**src/bpt_pkg.sv**
```systemverilog
// ----------------------------------------------------------------------------
// bpt_pkg
// Shared types and constants for the breakpoint table.
// ----------------------------------------------------------------------------
package bpt_pkg;

	localparam int DEPTH    = 16;
	localparam int IDX_W    = (DEPTH > 1) ? $clog2(DEPTH) : 1;
	localparam int CNT_W    = 9;
	localparam int LINE_W   = 16;
	localparam int SERIAL_W = 16;
	localparam int POS_W    = 8;
	localparam int FUNC_W   = 3;

	localparam logic [FUNC_W-1:0] FN_ADD    = 3'd0;
	localparam logic [FUNC_W-1:0] FN_REMOVE = 3'd1;
	localparam logic [FUNC_W-1:0] FN_HAS    = 3'd2;
	localparam logic [FUNC_W-1:0] FN_GET    = 3'd3;
	localparam logic [FUNC_W-1:0] FN_CLEAR  = 3'd4;

	typedef struct packed {
		logic exec;
	} dp_cmd_t;

	typedef struct packed {
		logic                ok;
		logic [SERIAL_W-1:0] found_serial;
		logic [LINE_W-1:0]   found_line;
		logic [CNT_W-1:0]    occupancy;
	} result_t;

endpackage

```
**src/breakpoint_table.sv**
```systemverilog
// ----------------------------------------------------------------------------
// breakpoint_table
// Insertion-ordered breakpoint table: add, remove, has, get and clear.
// ----------------------------------------------------------------------------
//  channel  | dir | tdata fields (lsb first)                        | width
//  s_axis   | in  | func, line_number, serial, position             | 48
//  m_axis   | out | ok, found_serial, found_line, occupancy         | 48
//
// Every operation completes at the edge that accepts it: all entries are compared in
// parallel and removal shifts the entry cells down in the same edge.
// One transfer per cycle is sustained while m_tready is high; the result register frees as it is taken.
// Reset clears the entry count and the serial counter; no clearing pass.
// A stalled result blocks new input until m_tready is high.
// ----------------------------------------------------------------------------
module breakpoint_table (
	input  logic        clk,
	input  logic        arst_n,
	input  logic        s_tvalid,
	output logic        s_tready,
	input  logic [47:0] s_tdata,  // func[2:0], line_number[18:3], serial[34:19], position[42:35]
	output logic        m_tvalid,
	input  logic        m_tready,
	output logic [47:0] m_tdata   // ok[0], found_serial[16:1], found_line[32:17], occupancy[41:33]
);
	import bpt_pkg::*;

	dp_cmd_t cmd;
	result_t res;

	logic [FUNC_W-1:0]   func;
	logic [LINE_W-1:0]   line_number;
	logic [SERIAL_W-1:0] serial;
	logic [POS_W-1:0]    position;

	assign func        = s_tdata[2:0];
	assign line_number = s_tdata[18:3];
	assign serial      = s_tdata[34:19];
	assign position    = s_tdata[42:35];

	bpt_ctrl u_ctrl (
		.clk      (clk),
		.arst_n   (arst_n),
		.s_tvalid (s_tvalid),
		.s_tready (s_tready),
		.m_tvalid (m_tvalid),
		.m_tready (m_tready),
		.cmd      (cmd)
	);

	bpt_datapath u_dp (
		.clk         (clk),
		.arst_n      (arst_n),
		.cmd         (cmd),
		.func        (func),
		.line_number (line_number),
		.serial      (serial),
		.position    (position),
		.res         (res)
	);

	assign m_tdata = {6'd0, res.occupancy, res.found_line, res.found_serial, res.ok};

	a_occ_bound: assert property (@(posedge clk) disable iff (!arst_n)
		m_tvalid |-> (res.occupancy <= CNT_W'(DEPTH)))
		else $error("occupancy beyond table depth");

	a_clear: assert property (@(posedge clk) disable iff (!arst_n)
		(s_tvalid && s_tready && func == FN_CLEAR) |=>
		(m_tvalid && res.ok && res.occupancy == '0))
		else $error("clear did not empty the table");

	a_no_overwrite: assert property (@(posedge clk) disable iff (!arst_n)
		(m_tvalid && !m_tready) |-> !s_tready)
		else $error("input taken while result stalled");

	a_result_follows: assert property (@(posedge clk) disable iff (!arst_n)
		(s_tvalid && s_tready) |=> m_tvalid)
		else $error("accepted transfer produced no result");

endmodule

```
**src/bpt_ctrl.sv**
```systemverilog
// ----------------------------------------------------------------------------
// bpt_ctrl
// Handshake controller: issues the execute command and holds the result slot.
// ----------------------------------------------------------------------------
module bpt_ctrl (
	input  logic             clk,
	input  logic             arst_n,
	input  logic             s_tvalid,
	output logic             s_tready,
	output logic             m_tvalid,
	input  logic             m_tready,
	output bpt_pkg::dp_cmd_t cmd
);
	import bpt_pkg::*;

	typedef enum logic {
		ST_EMPTY,
		ST_HOLD
	} state_t;

	state_t state_q;

	assign s_tready = (state_q == ST_EMPTY) || m_tready;
	assign cmd.exec = s_tvalid && s_tready;
	assign m_tvalid = (state_q == ST_HOLD);

	always_ff @(posedge clk or negedge arst_n) begin
		if (!arst_n) begin
			state_q <= ST_EMPTY;
		end else begin
			case (state_q)
				ST_EMPTY: begin
					if (cmd.exec)
						state_q <= ST_HOLD;
				end
				ST_HOLD: begin
					if (m_tready && !cmd.exec)
						state_q <= ST_EMPTY;
				end
				default: state_q <= ST_EMPTY;
			endcase
		end
	end

endmodule

```
**src/bpt_datapath.sv**
```systemverilog
// ----------------------------------------------------------------------------
// bpt_datapath
// Entry cells with per-entry compares, shift-down removal and result register.
// ----------------------------------------------------------------------------
module bpt_datapath (
	input  logic                            clk,
	input  logic                            arst_n,
	input  bpt_pkg::dp_cmd_t                cmd,
	input  logic [bpt_pkg::FUNC_W-1:0]      func,
	input  logic [bpt_pkg::LINE_W-1:0]      line_number,
	input  logic [bpt_pkg::SERIAL_W-1:0]    serial,
	input  logic [bpt_pkg::POS_W-1:0]       position,
	output bpt_pkg::result_t                res
);
	import bpt_pkg::*;

	logic [LINE_W-1:0]   line_q   [DEPTH];
	logic [SERIAL_W-1:0] serial_q [DEPTH];
	logic [CNT_W-1:0]    used_q;
	logic [SERIAL_W-1:0] ctr_q;
	result_t             res_q;

	logic [DEPTH-1:0]    valid;
	logic [DEPTH-1:0]    line_hit;
	logic [DEPTH-1:0]    ser_hit;
	logic [DEPTH-1:0]    shift_en;
	logic                full;
	logic                add_ok;
	logic                rm_ok;
	logic                get_ok;
	logic [IDX_W-1:0]    wr_idx;
	logic [IDX_W-1:0]    get_idx;
	logic [SERIAL_W-1:0] ser_next;
	logic [CNT_W-1:0]    used_next;
	logic [SERIAL_W-1:0] ctr_next;
	result_t             res_d;

	always_comb begin
		for (int i = 0; i < DEPTH; i++) begin
			valid[i]    = CNT_W'(i) < used_q;
			line_hit[i] = valid[i] && (line_q[i] == line_number);
			ser_hit[i]  = valid[i] && (serial_q[i] == serial);
		end
		// entries at and above the first serial match move down one place
		for (int i = 0; i < DEPTH; i++) begin
			shift_en[i] = 1'b0;
			for (int j = 0; j < DEPTH; j++) begin
				if (j <= i)
					shift_en[i] = shift_en[i] | ser_hit[j];
			end
		end
	end

	assign full     = (used_q == CNT_W'(DEPTH));
	assign add_ok   = !full && !(|line_hit);
	assign rm_ok    = |ser_hit;
	assign get_ok   = (CNT_W'(position) < used_q) && (CNT_W'(position) < CNT_W'(DEPTH));
	assign wr_idx   = used_q[IDX_W-1:0];
	assign get_idx  = position[IDX_W-1:0];
	assign ser_next = ctr_q + SERIAL_W'(1);

	always_comb begin
		used_next = used_q;
		ctr_next  = ctr_q;
		res_d     = '0;
		case (func)
			FN_ADD: begin
				if (add_ok) begin
					used_next          = used_q + CNT_W'(1);
					ctr_next           = ser_next;
					res_d.ok           = 1'b1;
					res_d.found_serial = ser_next;
				end
			end
			FN_REMOVE: begin
				if (rm_ok) begin
					used_next = used_q - CNT_W'(1);
					res_d.ok  = 1'b1;
				end
			end
			FN_HAS: res_d.ok = |line_hit;
			FN_GET: begin
				if (get_ok) begin
					res_d.ok           = 1'b1;
					res_d.found_serial = serial_q[get_idx];
					res_d.found_line   = line_q[get_idx];
				end
			end
			FN_CLEAR: begin
				used_next = '0;
				ctr_next  = '0;
				res_d.ok  = 1'b1;
			end
			default: ;
		endcase
		res_d.occupancy = used_next;
	end

	always_ff @(posedge clk or negedge arst_n) begin
		if (!arst_n) begin
			used_q <= '0;
			ctr_q  <= '0;
		end else if (cmd.exec) begin
			used_q <= used_next;
			ctr_q  <= ctr_next;
		end
	end

	always_ff @(posedge clk) begin
		if (cmd.exec) begin
			res_q <= res_d;
			if (func == FN_ADD && add_ok) begin
				line_q[wr_idx]   <= line_number;
				serial_q[wr_idx] <= ser_next;
			end
			if (func == FN_REMOVE) begin
				for (int i = 0; i < DEPTH - 1; i++) begin
					if (shift_en[i]) begin
						line_q[i]   <= line_q[i+1];
						serial_q[i] <= serial_q[i+1];
					end
				end
			end
		end
	end

	assign res = res_q;

endmodule

```
**config.mk**
```make
export PLATFORM = sky130hd
export DESIGN_NAME = breakpoint_table
export DESIGN_NICKNAME = d
export VERILOG_FILES = /design/src/bpt_pkg.sv /design/src/breakpoint_table.sv /design/src/bpt_ctrl.sv /design/src/bpt_datapath.sv
export SDC_FILE = /design/constraint.sdc
export NUM_CORES = 2
export LEC_CHECK = 0
export BUFFER_PORTS_ARGS = -buffer_cell sky130_fd_sc_hd__buf_4
export CORE_MARGIN = 8
export CORE_UTILIZATION = 40
export DETAILED_ROUTE_END_ITERATION = 7
export GPL_ROUTABILITY_DRIVEN = 1
export PLACE_DENSITY = 0.6
export SLEW_MARGIN = 20
export SYNTH_ARGS = -nofsm -noshare
export SYNTH_HDL_FRONTEND = slang
export SYNTH_HIERARCHICAL = 1
export SYNTH_SLANG_ARGS = --single-unit
```
**constraint.sdc**
```tcl
create_clock -name clk -period 10.8 [get_ports clk]
set_input_delay 0.54 -clock clk [delete_from_list [all_inputs] [get_ports clk]]
set_output_delay 0.54 -clock clk [all_outputs]
set_load 0.01 [all_outputs]
```
==> results.toml <==
[synth]
netlist_area_um2 = 36320
synth_edf_count = 554
synth.most_common_cell = "edfxtp_1"
async_reset_ff_frac = 0.04483
netlist.area_leader.share = 0.4581
ys_ff_latch = 580
syn_avg_cell_area_um2 = 12.25
yosysWarnings = 6
synth.largest_area_cell = "edfxtp_1"
syn_inst = 2964
ys.flop_type = "edfxtp_1"
seq_area_frac_synth = 0.4760
yosys-top-cells-area = "edfxtp_1, mux4_2, mux2_2"
ys_top_cells_by_count = "edfxtp_1, xor2_1, mux2_2, nor2_1, xnor2_1"
synth_cell_types = 84

[critical_path]
cp.arrival_ns = 5.98
endpoint_kind = "flip-flop"
crit_slowest_cell = "nand2_1"
cp_num_cells = 10
cp_top_family = "simple AND/OR/NAND/NOR gates"
required_ns = 11.03
critPathBufInv = 1
rr_endpoint = "u_dp/line_q[7][3]$_DFFE_PP_"
reg2reg_setup_slack_ns = 5.05
critPathKind = "flip-flop to flip-flop"
rr_startpoint = "u_dp/used_q[4]$_DFFE_PN0P_"
cp_max_fo = 32
r2r_cells = 10
cp_slowest_stage_delay_ns = 0.73
cp-endpoint = "u_dp/line_q[7][3]$_DFFE_PP_"
worstSetupStartpointType = "flip-flop"
crit_chain = "nor2_1, nand2_1, nor2_1, o32ai_1, or4_4, nor3_2, nand2_1, nor3_1, a21o_1, buf_4"
startpoint = "u_dp/used_q[4]$_DFFE_PN0P_"

[placed_design]
routabilityCongestion = 0.9355
port_buffers = 90
dp_hpwl_um = 85600
placedCellCount = 4032

[job]
cap_viol_max_count = 0

[clocking]
postCtsSetupRepairBufs = 0
cts_tree = "yes"
cts_sinks = 580
cts_buffers = 68
htree_levels = 3
cts_buffer_depth = 3
cts_resized = 0
cts.clk_slew.worst_paths_ns = 0.06
clk_latency_ns = 0.61
clockRootBuffer = "clkbuf_16"

[drt]
num_vias = 25330
drt_iter0_drc = 2944
wl_per_cell_um = 27.63
via_per_inst = 6.090
drtPass1Iterations = 6
final_antenna_net_count = 0
wirelength_um = 114900
drc_errors = 0

[sta]
slew_violations = 0
rsz0062_at_grt = "false"
fin_crit_ns = 5.746
fmax_mhz = 174.0
finalHoldViolCount = 0
finalCritPeriodShare = 0.5320
slew_headroom = 0.2458
finalSetupViolations = 0
setup_tns_ns = 0
tightest_slew_ns = 1.131
skew_ns = 0.03002

[pwr]
power.total_mw = 5.823
leakage_nw = 13.84
vdd.ir_drop.worst_mv = 0.1060
powerDensity_nw_per_um2 = 144.8

[grt]
antenna_found_initial = 10
grt_max_degree = 69
first_global_vias = 24570
grt_pass1_wl_um = 167900
grt_overflow = 0
grt_use_total = 0.2234

[finish]
final_cells = 4159
nFillCells = 8185
syn2layout_area_growth_pct = 10.70
regArea_um2 = 17290
antenna_cells = 0
multiInputGateArea_um2 = 17920
nets = 2993
drive_gt1_frac = 0.2394

[die]
dieArea_um2 = 100700
die_w_um = 317.3
core_area_um2 = 90010
start_util = 0.4035
row_count = 110
ios = 102
die_y_um = 317.3

[worst_hold_path]
hold_class = "primary input to flip-flop"

[status]
status = "completed"
-- cells in the final DEF (no fill, tap or decap), types with 10 or more instances in the layout --
cell type	synthesis	layout
a21o_1	10	10
a21oi_1	185	184
and3_1	10	10
buf_4	27	135
clkbuf_1	120	14
clkbuf_16	0	71
clkinv_1	1	18
dfrtp_1	26	26
edfxtp_1	554	554
ha_1	12	12
inv_1	51	51
mux2_1	32	32
mux2_2	265	265
mux4_2	160	160
nand2_1	113	109
nand3_1	38	38
nand4_1	85	85
nor2_1	252	249
nor2b_1	22	22
nor3_1	22	22
nor4_1	133	133
o21ai_0	22	20
o22ai_1	26	26
or3_1	11	10
xnor2_1	206	206
xor2_1	322	322
-- how the worst min path moves through the flow --
stage | from | endpoint | slack (ns) | cells past startpoint
after floorplan | arst_n | u_ctrl/m_tvalid$_DFF_PN0_ | 0.24 | 0
after global placement | arst_n | u_dp/ctr_q[10]$_DFFE_PN0P_ | 0.49 | 1
after detailed placement | arst_n | u_dp/ctr_q[10]$_DFFE_PN0P_ | 0.49 | 1
after CTS | s_tvalid | u_ctrl/m_tvalid$_DFF_PN0_ | 0.13 | 2
after global routing | s_tvalid | u_ctrl/m_tvalid$_DFF_PN0_ | 0.15 | 2
final | s_tvalid | u_ctrl/m_tvalid$_DFF_PN0_ | 0.15 | 2
-- registers in the layout, summed over array words and instances, names as in the netlist --
name / cells
u_dp/res: 42
u_dp/used_q: 9
u_dp/ctr_q: 16
u_dp/line_q: 256
u_dp/serial_q: 256
u_ctrl/m_tvalid: 1
-- per-stage QoR --
step | setup slack [ns] | instance area [um^2] | hold WS, ns | util
floorplan | 5.414 | 36330 | 0.2444 | -
global placement | 5.351 | 37900 | 0.4902 | 0.4211
detailed placement | 5.276 | 37930 | 0.4869 | 0.4214
CTS | 5.240 | 40140 | 0.1307 | 0.4460
global route | 4.835 | 40200 | 0.1499 | 0.4466
finish | 5.054 | 40200 | 0.1508 | 0.4466
-- layer usage --
layer | wire length (um) | global-route usage | vias up
met1 | 48050 | 0.3093 | 12890
met4 | 3404 | 0.07186 | 8
li1 | - | - | 11030
met2 | 53740 | 0.3584 | 1218
met5 | 56 | 0 | -
met3 | 9678 | 0.03573 | 179
-- cell type report --
type                    count  share of cell area
clock buffers              86             0.04584
clock inverters            38            0.008932
inverters                  52            0.004855
multi-input cells        2086              0.4456
flip-flops and latches    580              0.4300
well taps                1176             0.03660
repair buffers            141             0.02813
-- what timing repair did --
action / 4_1_cts / 5_1_grt
hold buffers: 1 / 0
hold endpoints to repair: 26 / 0
setup endpoints to repair: 0 / 0
-- report_power, final --
| group | internal [mW] | leakage [nW] | switching (mW) |
|---|---|---|---|
| clock network | 1.36 | 1.06 | 0.960 |
| registers | 2.57 | 5.48 | 0.0552 |
| logic | 0.345 | 7.29 | 0.542 |
| total | 4.27 | 13.8 | 1.56 |
-- cell families (layout without fill, tap and decap cells) --
logic type      after synthesis  after routing  share of synthesized area
buf+inv                     303            317                    0.03759
simple gates                761            761                     0.1093
fa+ha+maj                    12             12                   0.004134
flops                       580            580                     0.4760
other cells                   1              6                  0.0001033
mux                         459            459                     0.1919
xor+xnor                    528            528                     0.1273
compound gates              320            320                    0.05364
No activity file was read; power rests on OpenSTA's default activity.
